==> src/rtl/core/rpn_postfix_evaluator_macros.svh <==
// Assertion helpers for the postfix evaluator.
`ifndef RPN_POSTFIX_EVALUATOR_MACROS_SVH
`define RPN_POSTFIX_EVALUATOR_MACROS_SVH

// Implication checked on every rising clock edge outside reset.
`define RPN_ASSERT_IMPL(label, clk, rst_n, cond, prop, msg) \
    label: assert property (@(posedge clk) disable iff (!rst_n) (cond) |-> (prop)) \
        else $error(msg);

// Next-cycle implication checked outside reset.
`define RPN_ASSERT_NEXT(label, clk, rst_n, cond, prop, msg) \
    label: assert property (@(posedge clk) disable iff (!rst_n) (cond) |=> (prop)) \
        else $error(msg);

`endif

==> src/rtl/core/rpn_pkg.sv <==
package rpn_pkg;
    localparam int STACK_DEPTH = 16;
    localparam int CNT_W = $clog2(STACK_DEPTH + 1);
    localparam int DIV_STEPS = 48;
    localparam int DSTEP_W = $clog2(DIV_STEPS + 1);

    typedef enum logic [1:0] {
        REQ_NUM = 2'd0,
        REQ_OP  = 2'd1,
        REQ_END = 2'd2,
        REQ_NOP = 2'd3
    } t_req;

    typedef enum logic [2:0] {
        OP_ADD = 3'd0,
        OP_SUB = 3'd1,
        OP_MUL = 3'd2,
        OP_DIV = 3'd3
    } t_op_known;

    typedef enum logic [2:0] {
        ST_OK       = 3'd0,
        ST_NO_RIGHT = 3'd1,
        ST_NO_LEFT  = 3'd2,
        ST_DIV_ZERO = 3'd3,
        ST_BAD_OP   = 3'd4,
        ST_OVERFLOW = 3'd5,
        ST_END_BAD  = 3'd6
    } t_status;

    // stack chain control, decoded separately for cell 0 and for the cells below it
    typedef enum logic [1:0] {
        SH_HOLD = 2'd0,
        SH_PUSH = 2'd1,
        SH_POP  = 2'd2,
        SH_POP2 = 2'd3
    } t_shift;

    typedef struct packed {
        t_shift       shift;
        logic [31:0]  top_in;
    } t_stk_ctl;

    typedef enum logic [2:0] {
        S_IDLE,
        S_EXEC,
        S_MUL,
        S_DIV,
        S_FIN,
        S_OUT
    } t_state;

    function automatic logic [31:0] sat_mag(input logic [63:0] mag, input logic neg);
        logic [31:0] r;
        if (neg) begin
            if (mag >= 64'h8000_0000) r = 32'h8000_0000;
            else r = 32'(-mag);
        end else begin
            if (mag > 64'h7FFF_FFFF) r = 32'h7FFF_FFFF;
            else r = mag[31:0];
        end
        return r;
    endfunction
endpackage

==> src/rtl/core/rpn_cell.sv <==
// One stack slot. Cell 0 is the top; data moves down on push, up on pop.
module rpn_cell
    import rpn_pkg::*;
(
    input  logic        i_clk,
    input  t_shift      i_shift,
    input  logic [31:0] i_from_up,   // cell above (or new top for cell 0)
    input  logic [31:0] i_from_dn1,  // next cell below
    input  logic [31:0] i_from_dn2,  // two cells below
    output logic [31:0] o_data
);
    logic [31:0] r_data, n_data;

    always_comb begin
        case (i_shift)
            SH_PUSH: n_data = i_from_up;
            SH_POP:  n_data = i_from_dn1;
            SH_POP2: n_data = i_from_dn2;
            default: n_data = r_data;
        endcase
    end

    always_ff @(posedge i_clk) begin
        r_data <= n_data;
    end

    assign o_data = r_data;
endmodule

==> src/rtl/core/rpn_stack.sv <==
// Chain of cells. POP2 with a new top: cell0 gets top_in, others take from the cell below.
module rpn_stack
    import rpn_pkg::*;
(
    input  logic        i_clk,
    input  t_stk_ctl    i_ctl,
    output logic [31:0] o_top,
    output logic [31:0] o_next
);
    logic [31:0] w_d [STACK_DEPTH+2];
    t_shift      w_sh0;

    assign w_d[STACK_DEPTH]   = '0;
    assign w_d[STACK_DEPTH+1] = '0;

    // cell 0 loads the new value on push or on a binary-op replace
    always_comb begin
        case (i_ctl.shift)
            SH_POP2: w_sh0 = SH_PUSH;
            default: w_sh0 = i_ctl.shift;
        endcase
    end

    // POP2 on cells below 0 means: take from one below the removed pair
    // (net shift of one).
    rpn_cell u_c0 (
        .i_clk(i_clk), .i_shift(w_sh0), .i_from_up(i_ctl.top_in),
        .i_from_dn1(w_d[1]), .i_from_dn2(w_d[2]), .o_data(w_d[0])
    );

    t_shift w_shn;
    always_comb begin
        case (i_ctl.shift)
            SH_POP2: w_shn = SH_POP;
            default: w_shn = i_ctl.shift;
        endcase
    end

    for (genvar g = 1; g < STACK_DEPTH; g++) begin : g_cell
        logic [31:0] w_up;
        assign w_up = w_d[g-1];
        rpn_cell u_c (
            .i_clk(i_clk), .i_shift(w_shn), .i_from_up(w_up),
            .i_from_dn1(w_d[g+1]),
            .i_from_dn2(w_d[g+2]), .o_data(w_d[g])
        );
    end

    assign o_top  = w_d[0];
    assign o_next = w_d[1];
endmodule

==> src/rtl/core/rpn_postfix_evaluator.sv <==
// Postfix evaluator: one token word per input handshake, one status word per
// output handshake (status, result_value, result_valid) for every token.
// Input channel i_valid/o_ready carries req_type, value and op_code.
// Output channel o_valid/i_ready carries the result word.
// Operands live in a chain of 16 shift cells; cell 0 is the stack top.
// Number, end, add, sub and bad-op tokens go from accept through the execute
// state straight to the result; multiply adds the multiply stage, then the
// write-back; divide adds the multiply stage, a 48-step restoring divider
// (one quotient bit per cycle) and the write-back. One token is in flight at
// a time; o_ready rises the cycle after its result is taken, so no new token
// is accepted before the receiver takes the last result word.
// Reset (synchronous, active low) empties the stack and drops any pending
// result. While the receiver holds i_ready low the result word stays
// unchanged and no new token is accepted.
// Errors report their status and empty the stack.
`include "rpn_postfix_evaluator_macros.svh"
module rpn_postfix_evaluator
    import rpn_pkg::*;
(
    input  logic        i_clk,
    input  logic        i_rst_n,
    input  logic        i_valid,
    output logic        o_ready,
    input  logic [1:0]  i_req_type,
    input  logic signed [31:0] i_value,
    input  logic [2:0]  i_op_code,
    output logic        o_valid,
    input  logic        i_ready,
    output logic [2:0]  o_status,
    output logic signed [31:0] o_result_value,
    output logic        o_result_valid
);
    t_state r_state, n_state;
    logic [CNT_W-1:0] r_cnt, n_cnt;
    logic [1:0]  r_req;
    logic [31:0] r_val;
    logic [2:0]  r_op;
    logic [2:0]  r_st, n_st;
    logic [31:0] r_res, n_res;
    logic        r_rv, n_rv;
    t_stk_ctl    w_ctl;
    logic [31:0] w_top, w_next;

    // operand magnitudes and sign held across multiply / divide
    logic [31:0] r_ma, r_mb;    // |left|, |right| (fits 32 bits unsigned)
    logic        r_neg;
    logic [63:0] r_prod;
    logic [47:0] r_quo;         // dividend bits shift out, quotient in
    logic [32:0] r_rem;
    logic [DSTEP_W-1:0] r_dstep;
    logic [63:0] w_sum;

    rpn_stack u_stack (.i_clk(i_clk), .i_ctl(w_ctl), .o_top(w_top), .o_next(w_next));

    assign o_ready = (r_state == S_IDLE);
    assign o_valid = (r_state == S_OUT);
    assign o_status = r_st;
    assign o_result_value = r_res;
    assign o_result_valid = r_rv;

    logic [32:0] w_trial;
    assign w_trial = {r_rem[31:0], r_quo[47]} - {1'b0, r_mb};

    always_ff @(posedge i_clk) begin
        if (!i_rst_n) begin
            r_state <= S_IDLE;
            r_cnt   <= '0;
        end else begin
            r_state <= n_state;
            r_cnt   <= n_cnt;
        end
    end

    always_ff @(posedge i_clk) begin
        r_st  <= n_st;
        r_res <= n_res;
        r_rv  <= n_rv;
        if (o_ready && i_valid) begin
            r_req <= i_req_type;
            r_val <= i_value;
            r_op  <= i_op_code;
        end
        if (r_state == S_EXEC) begin
            r_ma  <= w_next[31] ? 32'(-w_next) : w_next;
            r_mb  <= w_top[31]  ? 32'(-w_top)  : w_top;
            r_neg <= w_next[31] ^ w_top[31];
            r_dstep <= '0;
            r_rem <= '0;
        end
        if (r_state == S_MUL) r_prod <= 64'(r_ma) * 64'(r_mb);
        if (r_state == S_MUL && r_op == OP_DIV) r_quo <= {r_ma, 16'd0};
        if (r_state == S_DIV) begin
            r_dstep <= r_dstep + 1'b1;
            if (!w_trial[32]) begin
                r_rem <= w_trial;
                r_quo <= {r_quo[46:0], 1'b1};
            end else begin
                r_rem <= {r_rem[31:0], r_quo[47]};
                r_quo <= {r_quo[46:0], 1'b0};
            end
        end
    end

    always_comb begin
        n_state = r_state;
        n_cnt   = r_cnt;
        n_st    = r_st;
        n_res   = r_res;
        n_rv    = r_rv;
        w_ctl.shift  = SH_HOLD;
        w_ctl.top_in = r_val;
        w_sum = '0;
        case (r_state)
            S_IDLE: begin
                if (i_valid) n_state = S_EXEC;
            end
            S_EXEC: begin
                n_st = ST_OK; n_res = '0; n_rv = 1'b0;
                n_state = S_OUT;
                case (r_req)
                    REQ_NUM: begin
                        if (r_cnt == CNT_W'(STACK_DEPTH)) begin
                            n_st = ST_OVERFLOW; n_cnt = '0;
                        end else begin
                            w_ctl.shift = SH_PUSH;
                            n_cnt = r_cnt + 1'b1;
                        end
                    end
                    REQ_OP: begin
                        if (r_cnt == '0) begin
                            n_st = ST_NO_RIGHT;
                        end else if (r_cnt == CNT_W'(1)) begin
                            n_st = ST_NO_LEFT; n_cnt = '0;
                        end else begin
                            case (r_op)
                                OP_ADD, OP_SUB: begin
                                    if (r_op == OP_ADD)
                                        w_sum = 64'(signed'(w_next)) + 64'(signed'(w_top));
                                    else
                                        w_sum = 64'(signed'(w_next)) - 64'(signed'(w_top));
                                    w_ctl.shift = SH_POP2;
                                    w_ctl.top_in = sat_mag(w_sum[63] ? -w_sum : w_sum,
                                                           w_sum[63]);
                                    n_cnt = r_cnt - 1'b1;
                                end
                                OP_MUL: n_state = S_MUL;
                                OP_DIV: begin
                                    if (w_top == '0) begin
                                        n_st = ST_DIV_ZERO; n_cnt = '0;
                                    end else n_state = S_MUL;
                                end
                                default: begin
                                    n_st = ST_BAD_OP; n_cnt = '0;
                                end
                            endcase
                        end
                    end
                    REQ_END: begin
                        n_cnt = '0;
                        if (r_cnt != CNT_W'(1)) n_st = ST_END_BAD;
                        else begin
                            n_res = w_top; n_rv = 1'b1;
                        end
                    end
                    default: ;
                endcase
            end
            S_MUL: n_state = (r_op == OP_DIV) ? S_DIV : S_FIN;
            S_DIV: if (r_dstep == DSTEP_W'(DIV_STEPS - 1)) n_state = S_FIN;
            S_FIN: begin
                w_ctl.shift = SH_POP2;
                w_ctl.top_in = (r_op == OP_DIV) ? sat_mag({16'd0, r_quo}, r_neg)
                                                : sat_mag({16'd0, r_prod[63:16]}, r_neg);
                n_cnt = r_cnt - 1'b1;
                n_state = S_OUT;
            end
            S_OUT: if (i_ready) n_state = S_IDLE;
            default: n_state = S_IDLE;
        endcase
    end

    `RPN_ASSERT_IMPL(a_cnt_range, i_clk, i_rst_n, 1'b1, r_cnt <= CNT_W'(STACK_DEPTH), "stack count out of range")
    `RPN_ASSERT_NEXT(a_out_hold, i_clk, i_rst_n, o_valid && !i_ready, o_valid && $stable(o_status) && $stable(o_result_value), "result changed while stalled")
    `RPN_ASSERT_IMPL(a_rv_ok, i_clk, i_rst_n, o_valid && o_result_valid, o_status == ST_OK, "valid result with error status")
    `RPN_ASSERT_NEXT(a_err_clear, i_clk, i_rst_n, r_state == S_EXEC && n_st != ST_OK, r_cnt == '0, "error left stack entries")
endmodule

==> config.mk <==
export PLATFORM = sky130hd
export DESIGN_NAME = rpn_postfix_evaluator
export DESIGN_NICKNAME = d
export VERILOG_FILES = /design/src/rtl/core/rpn_pkg.sv /design/src/rtl/core/rpn_cell.sv /design/src/rtl/core/rpn_stack.sv /design/src/rtl/core/rpn_postfix_evaluator.sv
export VERILOG_INCLUDE_DIRS = /design/src /design/src/rtl/core
export SDC_FILE = /design/constraint.sdc
export NUM_CORES = 2
export LEC_CHECK = 0
export CELL_PAD_IN_SITES_DETAIL_PLACEMENT = 1
export CELL_PAD_IN_SITES_GLOBAL_PLACEMENT = 1
export CORE_ASPECT_RATIO = 0.9
export CORE_UTILIZATION = 56
export CTS_CLUSTER_SIZE = 25
export DETAILED_ROUTE_END_ITERATION = 7
export DONT_BUFFER_PORTS = 1
export PLACE_DENSITY_LB_ADDON = 0.1
export SYNTH_ARGS = -nofsm -noshare
export SYNTH_HDL_FRONTEND = slang
export SYNTH_SLANG_ARGS = --single-unit
==> constraint.sdc <==
create_clock -name i_clk -period 29.1 [get_ports i_clk]
set_clock_uncertainty 0.1 [all_clocks]
set_input_delay 1.455 -clock i_clk [delete_from_list [all_inputs] [get_ports i_clk]]
set_output_delay 1.455 -clock i_clk [all_outputs]
set_load 0.02 [all_outputs]
## Yosys cells after proc, flatten, opt, wreduce, memory -nomap -nowiden

Index checks and enable logic that the tools add are counted.

| storage, ports and cells | value |
|---|---|
| bits in registers | 808 |
| bits in latches | 0 |
| bits in writable memories | 0 |
| memory bits (read-only) | 0 |
| bits of input ports | 41 |
| memories | 0 |

| cells by class | value |
|---|---|
| $add $sub $neg | 12 |
| multiply operators | 1 |
| div/mod/pow operators | 0 |
| order comparisons | 6 |
| equality and inequality tests | 28 |
| shift operators | 0 |
| muxes and demuxes | 77 |
| bitwise logic cells | 2 |
| reduce and logical (&&, ||, !) cells | 19 |

Operators with widths:

| cell | count |
|---|---|
| case mux 32 bit (3 select lines) | 15 |
| two-way mux 32 bit | 14 |
| two-way mux 64 bit | 7 |
| negator 32 bit | 5 |
| two-way mux 34 bit | 3 |
| >= comparator 48 x 32 -> 1 bit, second input constant | 2 |
| greater-than comparator 48 x 31 -> 1 bit, second input constant | 2 |
| two-way mux 48 bit | 2 |
| case mux 34 bit (2 select lines) | 1 |
| >= comparator 64 x 32 -> 1 bit, second input constant | 1 |
| greater-than comparator 64 x 31 -> 1 bit, second input constant | 1 |
| multiplier 32 x 32 -> 64 bit | 1 |
| negator 64 bit | 1 |
| case mux 32 bit (2 select lines) | 1 |
| two-way mux 31 bit | 2 |
| two-way mux 3 bit | 12 |
| adder 32 x 32 -> 33 bit | 1 |
| subtractor 32 x 32 -> 33 bit | 1 |
| subtractor 33 x 32 -> 33 bit | 1 |
| logical NOT 32 bit | 1 |
| case mux 5 bit (3 select lines) | 2 |
| two-way mux 5 bit | 4 |
| case mux 3 bit (6 select lines) | 1 |
| == test 2 bit, second input constant | 6 |
| other kinds (36) | 58 |

## Longest topological paths before layout

| depth | value |
|---|---|
| depth after elaboration | 22 |
| depth in mapped cells | 34 |
| mapped depth without buffers | 31 |

## By module

Synthesis repeated with hierarchy kept, for this count alone.

| unflattened totals | value |
|---|---|
| cell total of the unflattened synthesis | 8231 |
| area total of the unflattened synthesis | 79542.5 µm² |

By module, submodules not included:

| module | times used | cells each | area an instance (µm²) | seq. area each (µm²) |
|---|---|---|---|---|
| rpn_postfix_evaluator | 1 | 5986 | 52750.6 | 8328.0 |
| rpn_cell | 16 | 140 | 1672.9 | 960.9 |
| rpn_stack | 1 | 5 | 26.3 | 0.0 |

## Worst setup path after synthesis

No wires, ideal clock.

| path | value |
|---|---|
| kind | reg2reg |
| from | register r_state[2] |
| to | register u_stack.g_cell[10].u_c.r_data[0] (enable) |
| library setup time | 0.900 ns |
| arrival | 14.958 ns |
| data required time | 28.100 ns |
| setup slack | 13.142 ns |
| stages on the path, launching flop included | 8 |
| path buffers | 3 |
| cell sequence | dfxtp_1 -> clkbuf_1 -> nor2b_1 -> clkbuf_1 -> nor2b_1 -> clkbuf_1 -> o21ai_0 -> nand2_1 |

| on the way | value |
|---|---|
| longest elaborated chain between the ends | 6 |
| elaborated cells between the ends (all ways) | 9 |
| those cells by class | eq/ne (6); mux (2); reduce/logical (1) |

Ends and longest elaborated chain:

| element | line | RTL |
|---|---|---|
| from (decl) | rpn_postfix_evaluator.sv:33 | `t_state r_state, n_state;` |
| from (signal assigned) | rpn_postfix_evaluator.sv:69 | `r_state <= n_state;` |
| == test 3 bit or == test 3 x 1 -> 1 bit (tied branches) | rpn_postfix_evaluator.sv:113 | `case (r_state)` |
| case mux 34 bit (2 select lines) * | rpn_postfix_evaluator.sv:113 |  |
| == test 2 bit | rpn_stack.sv:33 | `case (i_ctl.shift)` |
| two-way mux 2 bit * | rpn_stack.sv:33 |  |
| == test 2 bit or == test 2 x 1 -> 1 bit (tied branches) | rpn_cell.sv:15 | `case (i_shift)` |
| nonzero test 3 bit (no source line) * | n/a |  |
| to (signal assigned) | rpn_cell.sv:24 | `r_data <= n_data;` |
| to (decl) | rpn_cell.sv:12 | `logic [31:0] r_data, n_data;` |

Mark *: on every way between the ends. The rest lies on a longest branch, timed or not.
A chain may end at the register's enable or synchronous reset.

## Worst setup path after layout

| path | value |
|---|---|
| from | register r_ma[11] |
| to | register r_prod[61] (data pin) |

| on the way | value |
|---|---|
| longest elaborated chain between the ends | 1 |

Ends and longest elaborated chain:

| element | line | RTL |
|---|---|---|
| from (decl) | rpn_postfix_evaluator.sv:45 | `logic [31:0] r_ma, r_mb;` |
| from (signal assigned) | rpn_postfix_evaluator.sv:84 | `r_ma <= w_next[31] ? 32'(-w_next) : w_next;` |
| multiplier 32 x 32 -> 64 bit | rpn_postfix_evaluator.sv:90 | `if (r_state == S_MUL) r_prod <= 64'(r_ma) * 64'(r_mb);` |
| to (signal assigned) | rpn_postfix_evaluator.sv:90 |  |
| to (decl) | rpn_postfix_evaluator.sv:47 | `logic [63:0] r_prod;` |

Every way passes these cells.

==> results.tsv <==
stage	metric	value	unit
detailed_routing	viasPerCell	5.97	
die	fp.dieW	382	microns
global_route	antenna_found_initial	11	
die	start_util	56.4	%
yosys	yosysWarnings	0	
setup_path	crit_top_cell	fa_1	
setup_path	critPathKind	reg2reg	
detailed_routing	wl_per_cell	24.7	microns
yosys	seq_area_frac_synth	32.6	%
timing	slew_violations	0	
timing	slew_headroom	18.5	%
clock_tree	clock_latency	740	ps
timing	fin_crit	10240	ps
timing	fin_setup_tns	0	ps
timing	final-setup-viol-count	0	
place	dp_hpwl	159000	microns
detailed_routing	vias	55800	
clock_tree	ctsHoldBuffers	0	
detailed_routing	drt_pass1_iterations	5	
finish	nets	8827	
yosys	mappedNetlistArea	72800	sq um
timing	clock.fmax	97.6	MHz
die	die_height	344	microns
yosys	synthCells	7781	
setup_path	slowest_stage	edfxtp_1	
place	io_buffers	0	
clock_tree	cts_tree	done	
run	cap_viol_max_count	0	
global_route	grt_use_total	35.6	%
detailed_routing	postRouteAntennaNets	0	
place	finalWeightedCongestion	0.940	
detailed_routing	drc_errors	0	
setup_path	critPathCaptureType	flop	
die	ios	79	
setup_path	slowest_delay	920	ps
timing	hold_violations	0	
global_route	grt_pass1_vias	60800	
clock_tree	cts_root_buf	clkbuf_16	
die	core	129000	sq um
clock_tree	htreeDepth	3	
finish	largest_register_ffs	480	
clock_tree	clockBufferDepth	3	
global_route	grt_max_degree	247	
setup_path	cp_data_required_time	29470	ps
yosys	synth_top_flop_cell	edfxtp_1	
die	rows	125	
global_route	gr-total-overflow	0	
detailed_routing	drt_iter0_markers	5209	
die	die-area	131000	sq um
timing	finalCritPeriodShare	35.2	%
timing	rsz0062_at_grt	no	
timing	worst_pin_slew	1220	ps
hold_path	holdCritPathClass	reg2reg	
setup_path	critPathMaxFanout	18	
yosys	synthArstFlopShare	0	%
clock_tree	cts_setup_buffers	0	
finish	area_delta_synth_final	5.85	%
clock_tree	clk_pin_slew_worst_paths	60	ps
detailed_routing	drt-total-wl	231000	microns
finish	drive_above_1_share	3.96	%
yosys	synth_edf_count	784	
yosys	synth_cell_types	103	
global_route	grt_pass1_wl	357000	microns
clock_tree	cts_buffers	88	
clock_tree	ctsResizeCount	0	
yosys	synth_nets	9058	
setup_path	cp-start-kind	flop	
clock_tree	cts_sinks	792	
status	status	completed	
finish	nFillCells	14500	
yosys	ys_seq_elements	792	
setup_path	crit_arrival	10610	ps
yosys	avgSynthCellArea	9.36	sq um
[layer usage]
layer  up-vias  track usage [%]  share of wire [%]
met3       567             5.98                7.4
met2      2190             58.5                 48
met4         8             17.2                5.2
li1      24300                -                  -
met1     28700             46.2                 39
met5         -                0              0.023
[cell usage after synthesis (24+ instances only)]
cell	n	area [sq um]
xor2_1	70	613
nand3_1	51	255
a21oi_1	172	861
nor3_1	71	355
a21o_1	48	360
mux2i_1	36	360
nand2b_1	27	169
nor2b_1	36	225
inv_1	999	3750
or3_1	42	263
o21ai_0	128	641
o22ai_1	24	150
and2_1	247	1550
ha_1	339	4240
edfxtp_1	784	23500
fa_1	897	18000
xnor2_1	178	1560
nand2_1	2429	9120
nor2_1	245	920
clkbuf_1	400	1500
and3_1	101	632
a31oi_1	29	181
o31ai_1	36	270
o21a_1	25	188
[per-stage QoR]
stage	hold slack [ps]	setup slack [ps]	cell area [sq um]	std cells	utilization, %
after CTS	404	18990	77000	9333	59.7
after detailed placement	406	19060	74200	9174	57.5
after global routing	436	18510	77000	9334	59.7
after floorplan	371	13140	72800	7781	-
final	421	18860	77100	9341	59.7
after global placement	393	19290	74200	9174	57.5
[critical path: cells and delay by family (launching register included)]
kind                     cells  cell delay, ps
adder cells (fa/ha/maj)      9            4550
AO/OA/AOI/OAI                9            2960
flip-flops                   1             920
buffers and inverters        6             780
AND/OR/NAND/NOR              4             600
XOR/XNOR                     1              80
[final cells by class]
class	count	area (sq um)	area share (%)
tap	1714	2140	2.78
antenna	8	20.0	0.0260
inverter	1000	3750	4.87
clock buffer	106	2270	2.95
clock inverter	53	546	0.708
sequential	792	23700	30.8
timing repair buffer	104	818	1.06
multi-input combinational	5564	43800	56.8
[layout by cell type, fill, tap and decap left out, drive strengths merged, types with 71 or more instances in the layout]
cell	synthesis	routed
ha	339	339
and3	102	102
nor3	72	72
edfxtp	784	784
xnor2	182	182
nand2	2431	2431
a21oi	174	174
clkbuf	400	106
fa	897	897
nor2	245	245
inv	999	1005
and2	248	248
xor2	71	71
buf	25	104
o21ai	132	132
[path summary, 6_finish.rpt]
check	slack (ps)	to	cells after the start	start
min reg2reg	420	u_stack.g_cell[14].u_c.o_data[4]$_DFFE_PP_	2	u_stack.g_cell[15].u_c.o_data[4]$_SDFFCE_PN0P_
max	18860	r_prod[61]$_DFFE_PN_	29	r_ma[11]$_DFFE_PP_
max reg2reg	18860	r_prod[61]$_DFFE_PN_	29	r_ma[11]$_DFFE_PP_
min	420	u_stack.g_cell[14].u_c.o_data[4]$_DFFE_PP_	2	u_stack.g_cell[15].u_c.o_data[4]$_SDFFCE_PN0P_
[cell families (layout without fill, tap and decap cells)]
| logic type | after synthesis | after routing | share of synthesized area, % |
|---|---|---|---|
| buffers and inverters | 1425 | 1263 | 7.38 |
| multiplexers | 42 | 42 | 0.607 |
| AND/OR/NAND/NOR | 3377 | 3377 | 19.9 |
| other | 0 | 8 | 0 |
| flip-flops | 792 | 792 | 32.6 |
| XOR/XNOR | 253 | 253 | 3.11 |
| AO/OA/AOI/OAI | 656 | 656 | 5.97 |
| adder cells (fa/ha/maj) | 1236 | 1236 | 30.5 |
Power is not shown: default switching activity piles up to over one toggle a cycle in this logic, so the estimate is an artifact.
